**config.mk**
```make
export PLATFORM = sky130hd
export DESIGN_NAME = zcet_ctrl
export DESIGN_NICKNAME = d
export VERILOG_FILES = /design/src/rtl/zcet_pkg.sv /design/src/rtl/zcet_ctrl.sv
export SDC_FILE = /design/constraint.sdc
export NUM_CORES = 1
export LEC_CHECK = 0
export BUFFER_PORTS_ARGS = -buffer_cell sky130_fd_sc_hd__buf_2
export CAP_MARGIN = 25
export CORE_AREA = 2 2 39 41
export DETAILED_ROUTE_END_ITERATION = 8
export DIE_AREA = 0 0 41 43
export GPL_ROUTABILITY_DRIVEN = 0
export PLACE_DENSITY = 0.54
export SETUP_SLACK_MARGIN = 0.4
export SYNTH_ARGS = -nofsm -noshare
export SYNTH_HDL_FRONTEND = slang
export SYNTH_SLANG_ARGS = --single-unit
```
**constraint.sdc**
```tcl
create_clock -name clk -period 1.19 [get_ports clk]
set_clock_uncertainty 0.05 [all_clocks]
set_input_delay 0 -clock clk [delete_from_list [all_inputs] [get_ports clk]]
set_output_delay 0 -clock clk [all_outputs]
set_load 0.01 [all_outputs]
```
**src/rtl/zcet_pkg.sv**
```systemverilog
package zcet_pkg;

  localparam int MAG_W      = 16;
  localparam int FIELD_W    = 20;
  localparam int RATE_W     = 24;
  localparam int MS_W       = 22;
  localparam int VOL_W      = 16;
  localparam int ED_W       = 60;
  localparam int TQ_W       = 37;
  localparam int ACC_W      = 64;
  localparam int CFG_IDX_W  = 3;
  localparam int CFG_DATA_W = 24;

  localparam logic signed [ACC_W-1:0] S64_MAX = {1'b0, {(ACC_W-1){1'b1}}};
  localparam logic signed [ACC_W-1:0] S64_MIN = {1'b1, {(ACC_W-1){1'b0}}};

  typedef enum logic [CFG_IDX_W-1:0] {
    REG_FIELD_X = 3'd0,
    REG_FIELD_Y = 3'd1,
    REG_FIELD_Z = 3'd2,
    REG_RATE_X  = 3'd3,
    REG_RATE_Y  = 3'd4,
    REG_RATE_Z  = 3'd5
  } cfg_reg_t;

  typedef enum logic [3:0] {
    ST_IDLE,
    ST_MUL,
    ST_SUM,
    ST_SCALE,
    ST_EPROD,
    ST_EACC,
    ST_RMUL,
    ST_RCOMB,
    ST_RADD1,
    ST_RADD2,
    ST_DONE
  } state_t;

  typedef struct packed {
    logic capture;
    logic prod;
    logic sum;
    logic scale;
    logic eprod;
    logic eacc;
    logic rmul;
    logic rcomb;
    logic radd1;
    logic radd2;
    logic emit;
  } cmd_t;

  typedef struct packed {
    logic last;
  } status_t;

  // Saturating signed 64-bit add.
  function automatic logic signed [ACC_W-1:0] sat_add64(
    input logic signed [ACC_W-1:0] a,
    input logic signed [ACC_W-1:0] b
  );
    logic signed [ACC_W:0] s;
    s = {a[ACC_W-1], a} + {b[ACC_W-1], b};
    if (s[ACC_W] != s[ACC_W-1]) begin
      return s[ACC_W] ? S64_MIN : S64_MAX;
    end
    return s[ACC_W-1:0];
  endfunction

  // Clamp an 88-bit signed value to the signed 64-bit range.
  function automatic logic signed [ACC_W-1:0] sat_to64(input logic signed [87:0] v);
    if ((&v[87:ACC_W-1]) || !(|v[87:ACC_W-1])) begin
      return v[ACC_W-1:0];
    end
    return v[87] ? S64_MIN : S64_MAX;
  endfunction

endpackage

```
**src/rtl/zcet_ctrl.sv**
```systemverilog
module zcet_ctrl (
  input  logic               clk,
  input  logic               rst,
  input  logic               in_valid,
  input  logic               out_ready,
  input  zcet_pkg::status_t  status,
  output logic               in_ready,
  output logic               out_valid,
  output zcet_pkg::cmd_t     cmd
);
  import zcet_pkg::*;

  state_t state;
  state_t state_next;
  logic   out_free;

  assign out_free = !out_valid || out_ready;

  always_ff @(posedge clk) begin
    if (rst) begin
      state <= ST_IDLE;
    end else begin
      state <= state_next;
    end
  end

  // Output register valid: set on emit, drop once taken.
  always_ff @(posedge clk) begin
    if (rst) begin
      out_valid <= 1'b0;
    end else if (cmd.emit) begin
      out_valid <= 1'b1;
    end else if (out_ready) begin
      out_valid <= 1'b0;
    end
  end

  always_comb begin
    state_next = state;
    case (state)
      ST_IDLE:  if (in_valid) state_next = ST_MUL;
      ST_MUL:   state_next = ST_SUM;
      ST_SUM:   state_next = ST_SCALE;
      ST_SCALE: state_next = ST_EPROD;
      ST_EPROD: state_next = ST_EACC;
      ST_EACC:  state_next = status.last ? ST_RMUL : ST_DONE;
      ST_RMUL:  state_next = ST_RCOMB;
      ST_RCOMB: state_next = ST_RADD1;
      ST_RADD1: state_next = ST_RADD2;
      ST_RADD2: state_next = ST_DONE;
      ST_DONE:  if (out_free) state_next = ST_IDLE;
      default:  state_next = ST_IDLE;
    endcase
  end

  always_comb begin
    cmd      = '0;
    in_ready = 1'b0;
    case (state)
      ST_IDLE: begin
        in_ready    = 1'b1;
        cmd.capture = in_valid;
      end
      ST_MUL:   cmd.prod  = 1'b1;
      ST_SUM:   cmd.sum   = 1'b1;
      ST_SCALE: cmd.scale = 1'b1;
      ST_EPROD: cmd.eprod = 1'b1;
      ST_EACC:  cmd.eacc  = 1'b1;
      ST_RMUL:  cmd.rmul  = 1'b1;
      ST_RCOMB: cmd.rcomb = 1'b1;
      ST_RADD1: cmd.radd1 = 1'b1;
      ST_RADD2: cmd.radd2 = 1'b1;
      ST_DONE:  cmd.emit  = out_free;
      default: begin
        cmd      = '0;
        in_ready = 1'b0;
      end
    endcase
  end

endmodule

```
==> summary.txt, run 1 <==
register-to-register setup slack: -200 ps
Int Power: 0.471 mW
relative slew slack: 85.5%
Setup crit end kind: primary output
Max stage delay on crit path: 540 ps
crit path time final: 1450 ps
first-pass GRT wire length: 1880 um
Ports: 18
fin. max-slew vios: 0
min-delay worst type: in -> reg
Yosys reg bits: 5
critical path class: reg -> out
clock sink count: 5
Yosys Warn Count: 0
worst IR drop on VDD: 439 uV
H-tree level count: 1
most frequent cells in the layout: buf_2 (14), buf_6 (11), buf_4 (11)
fill cell count: 121
Max Cap Violations: 0
setup slack after layout: -260 ps
Worst EP arrival: 1400 ps
area share of the largest cell type after synthesis: 29.1%
DR vias/cell: 4.87
Clock Power Share: 29.7%
num rows: 14
Pre-antenna DRT Iters: 4
Tot GR Track Use: 16.2%
total number of vias: 492
NetSw: 0.236 mW
Cell Chain, Critical Path: or4_4 > inv_2 > and2_4 > buf_6
share of layout cells above drive strength 1: 80.0%
post-synth cell types: 21
initial antenna violation count: 0
CTS max path bufs: 2
sequential share of power: 27.6%
run status: complete, but fails checks
Crit path max-delay family: simple AND/OR/NAND/NOR gates
die area: 1760 um^2
ANT nets after route: 0
Logic pwr share: 42.7%
port buffer count: 17
initial DRC count: 3
WL/cell: 13.1 um
Chip Height: 43 um
Root Driver: clkbuf_4
largest net degree at the start of global routing: 12
minimum hold slack: -20.0 ps
area leader, netlist: dfxtp_1
Fmax: 0.690 GHz
Critical-path top delay cell: or4_4
failing checks: negative hold slack, negative setup slack
number of global-route vias before repair: 453
final WL: 1330 um
Starting Density: 24.9%
sequential fraction of the synthesis area: 29.1%
actual slew at the worst max-slew pin: 217 ps
Ant. Diodes: 0
Power Density: 867 nW/um^2
Worst Path Required: 1140 ps
Worst-path clk slew: 40 ps
synth top area cells: dfxtp_1 (29%), nand2b_1 (9.1%), nor3_1 (7.3%), nor2_1 (5.5%), a21oi_1 (4.4%)
CTS Buf Count: 3
area delta synth->final: 137%
Core ar.: 1380 um^2
DP Wirelength: 676 um
CP Launch Type: flop
CP Buf/Inv Count: 2
die width: 41 um
CP Max Fanout: 2
CTS tree: built
clk_lat worst skew: 250 ps
commonest non-fill, non-tap cell in the layout: buf_2
RSZ-0062 raised after global routing: true
DR DRC count: 0
total gr overflow: 0
# nets final: 91
synthesized cell area: 344 um^2
Syn Nets: 51
Avg Synthesized Cell Area: 7.48 um^2
post-synthesis cell count: 46
leak pwr: 0.373 nW
final cycle utilization of the critical path: 122%
pre-CTS setup slack: -53.7 ps
Fin. Hold Viols: 1
Sw Share: 33.3%
final setup fails: 15
-- per-layer routing --
| layer | share of wire (%) | global-route usage (%) |
|---|---|---|
| met5 | 0 | 0 |
| met4 | 5.6 | 8.00 |
| met3 | 2.5 | 3.14 |
| met2 | 53 | 25.6 |
| met1 | 38 | 19.6 |
-- cell usage after synthesis --
| cell | number |
|---|---|
| a211oi_1 | 2 |
| a21o_1 | 1 |
| a21oi_1 | 3 |
| and2_1 | 1 |
| buf_2 | 2 |
| buf_6 | 1 |
| clkbuf_1 | 1 |
| dfxtp_1 | 5 |
| inv_1 | 2 |
| nand2_1 | 2 |
| nand2b_1 | 5 |
| nand3b_1 | 1 |
| nand4bb_1 | 1 |
| nor2_1 | 5 |
| nor2b_1 | 2 |
| nor3_1 | 5 |
| nor4b_1 | 1 |
| o21ai_0 | 3 |
| o21ai_2 | 1 |
| o21ba_2 | 1 |
| or4_4 | 1 |
-- power by group through the flow --
stage	Combinational (mW)	Sequential [mW]	Clock, mW
finish	0.301	0.195	0.210
global route	0.321	0.197	0.228
CTS	0.229	0.193	0.204
detailed placement	0.183	0.193	0
global placement	0.181	0.192	0
floorplan	0.132	0.186	0
-- worst register-to-register path, delay by kind of cell (launching register included) --
family	cells	cell delay, ps
AO/OA/AOI/OAI	2	200
AND/OR/NAND/NOR	1	540
buffers and inverters	1	160
flip-flops	1	320
-- flip-flops by register name (all words and copies together), names as in the netlist --
signal,count
out_valid,1
state,4
-- logic make-up after synthesis --
kind of cell	synth area share, %
AOI/OAI and AO/OA	20.7
buffers and inverters	9.45
and+or+nand+nor	40.7
DFF	29.1
-- metrics by stage --
stage                     power (mW)  util [%]  instances  area, um^2  TNS (ps)
final                          0.706      58.9        101         815     -1550
after global routing           0.746      58.9        101         815     -2150
after CTS                      0.626      52.3         96         723     -1210
after detailed placement       0.377      38.7         83         536     -93.1
after global placement         0.374      38.7         83         536     -53.5
after floorplan                0.318         -         46         402      -185
-- area by class of cell --
type | count | area (um^2) | area share, %
clock buffers | 4 | 26.3 | 3.23
repair buffers | 39 | 322 | 39.5
multi-input cells | 35 | 332 | 40.7
well taps | 16 | 20.0 | 2.46
inverters | 2 | 7.51 | 0.922
flip-flops and latches | 5 | 108 | 13.2
-- path summary, 6_finish.rpt --
| check | from | end | cells after the start |
|---|---|---|---|
| worst max-delay path | state[2] | cmd[10] | 4 |
| worst min register to register | state[0] | state[0] | 1 |
| worst min-delay path | rst | state[1] | 4 |
| worst max register to register | state[2] | state[3] | 4 |
-- what timing repair did --
item | CTS | global route
hold buffers | 1 | 0
endpoints found under the setup margin | 17 | 18
hold endpoints to repair | 4 | 0
setup buffers | 8 | 5
pin swaps | 12 | 5
gates resized for setup | 26 | 12
Note: power is estimated with default switching activity, not from simulation.
==> run 2, diff against run 1 <==
CTS_BUF_LIST = sky130_fd_sc_hd__clkbuf_4   (was default)
==> run 2 against run 1 <==
The flow still finishes with violations (negative hold slack, negative setup slack); non-clock buffer count is the same; critical path depth unchanged; register-to-register slack about the same; count of clock-buffer cells in the layout unchanged; core utilization increased by 0.27 points; worst hold slack worse by 3.4 ps; critical path type unchanged; highest routed layer unchanged.
==> summary.txt, run 2 (synthesized netlist as in run 1, its figures left out) <==
run status: complete, but fails checks
failing checks: negative hold slack, negative setup slack
RSZ-0062 raised after global routing: true
WL/cell: 13.1 um (-0.45%)
largest net degree at the start of global routing: 12 (unchanged)
Worst Path Required: 1140 ps (about the same)
dpl cells: 83 (unchanged)
critical path class: reg -> out
CTS tree: built
ANT nets after route: 0 (unchanged)
crit path time final: 1450 ps (+1.85 ps)
CTS max path bufs: 2 (unchanged)
DP Wirelength: 676 um (unchanged)
Ports: 18 (unchanged)
die area: 1760 um^2 (unchanged)
clk_lat worst skew: 260 ps (about the same)
total number of vias: 494 (+0.41%)
pre-CTS setup slack: -53.7 ps (unchanged)
Fin. Hold Viols: 1 (unchanged)
Fmax: 0.689 GHz (-0.13%)
number of global-route vias before repair: 453 (unchanged)
fin. max-slew vios: 0 (unchanged)
# nets final: 91 (unchanged)
die width: 41 um (unchanged)
num rows: 14 (unchanged)
Core ar.: 1380 um^2 (unchanged)
Ant. Diodes: 0 (unchanged)
first-pass GRT wire length: 1880 um (unchanged)
Setup crit end kind: primary output
final cycle utilization of the critical path: 122% (+0.16 points)
post-layout util: 59.1% (+0.27 points)
area delta synth->final: 138%
Max Cap Violations: 0 (unchanged)
DR vias/cell: 4.89 (+0.41%)
share of layout cells above drive strength 1: 81.2% (+1.2 points)
setup slack after layout: -261 ps (-1.85 ps)
fin cells: 101 (unchanged)
largest registers: state: 4 flops, out_valid: 1 flops
final setup fails: 15 (unchanged)
port buffer count: 17 (unchanged)
Chip Height: 43 um (unchanged)
Tot GR Track Use: 16.2% (unchanged)
relative slew slack: 85.5% (about the same)
Final Power: 0.731 mW (+3.4%)
initial antenna violation count: 0 (unchanged)
post-route setup TNS: -1570 ps (-26.3 ps)
DR DRC count: 0 (unchanged)
Largest register FFs: 4 (unchanged)
most frequent cells in the layout: buf_2 (14), buf_6 (11), buf_4 (11)
clock sink count: 5 (unchanged)
total gr overflow: 0 (unchanged)
CP Launch Type: flop
final WL: 1320 um (-0.45%)
CP Max Fanout: 2 (unchanged)
minimum hold slack: -23.4 ps (-3.42 ps)
Root Driver: clkbuf_4
CTS Buf Count: 3 (unchanged)
Starting Density: 24.9% (unchanged)
worst IR drop on VDD: 503 uV (+14%)
min-delay worst type: in -> reg
initial DRC count: 3 (unchanged)
Reg with most FFs: state
Pre-antenna DRT Iters: 4 (unchanged)
Worst EP arrival: 1400 ps (about the same)
Power Density: 893 nW/um^2 (+3.0%)
leak pwr: 0.376 nW (+0.92%)
actual slew at the worst max-slew pin: 217 ps (+0.00143 ps)
H-tree level count: 1 (unchanged)
commonest non-fill, non-tap cell in the layout: buf_2
Worst-path clk slew: 40 ps (about the same)
## run 2: cell counts in the layout (fill, tap and decap cells not counted)
Identical to the previous run, type by type.
## run 2: final cells by class
class / count / area, um^2
multi-input cells: 35 / 332
flip-flops and latches: 5 / 108
clock buffers: 4 / 30.0
inverters: 2 / 7.51
well taps: 16 / 20.0
fillers: 119 / 566
repair buffers: 39 / 322
## run 2: timing repair
action	4_1_cts	5_1_grt
buffers inserted	8	5
hold endpoints to repair	4	0
resized for setup	26	12
pin swaps	12	5
endpoints found under the setup margin	17	18
cloned	0	0
hold buffers	1	0
## run 2: stage by stage
| step | area [um^2] | hold WS (ps) |
|---|---|---|
| final | 818 | -23.4 |
| after global routing | 818 | -1.75 |
| after CTS | 727 | -15.8 |
| after detailed placement | 536 | 187 |
| after global placement | 536 | 188 |
| after floorplan | 402 | 19.1 |
## run 2: power breakdown
part | leakage, nW | internal (mW) | total [mW] | switching, mW
clock network | 0.0184 | 0.150 | 0.235 | 0.0847
registers | 0.0429 | 0.180 | 0.195 | 0.0149
logic | 0.315 | 0.163 | 0.301 | 0.138
## run 2: worst paths after layout
kind	from	end	slack (ps)	depth (start not counted)
max reg2reg	state[2]	state[3]	-200	4
min	rst	state[1]	-20	4
min reg2reg	state[0]	state[0]	440	1
max	state[2]	cmd[10]	-260	4
## run 2: worst max-delay path, stage by stage, from the launching register on
cell and delay (ps):
dfxtp_2 320, or4_4 540, inv_2 70, and2_4 130, buf_6 90
## run 2: layer usage
layer / global-route usage, % / vias to the layer above / wire length (um)
met4: 8.00 / 0 / 59
met2: 25.6 / 10 / 723
met3: 3.14 / 5 / 31
met1: 19.6 / 241 / 508
li1: - / 238 / -
met5: 0 / - / 0
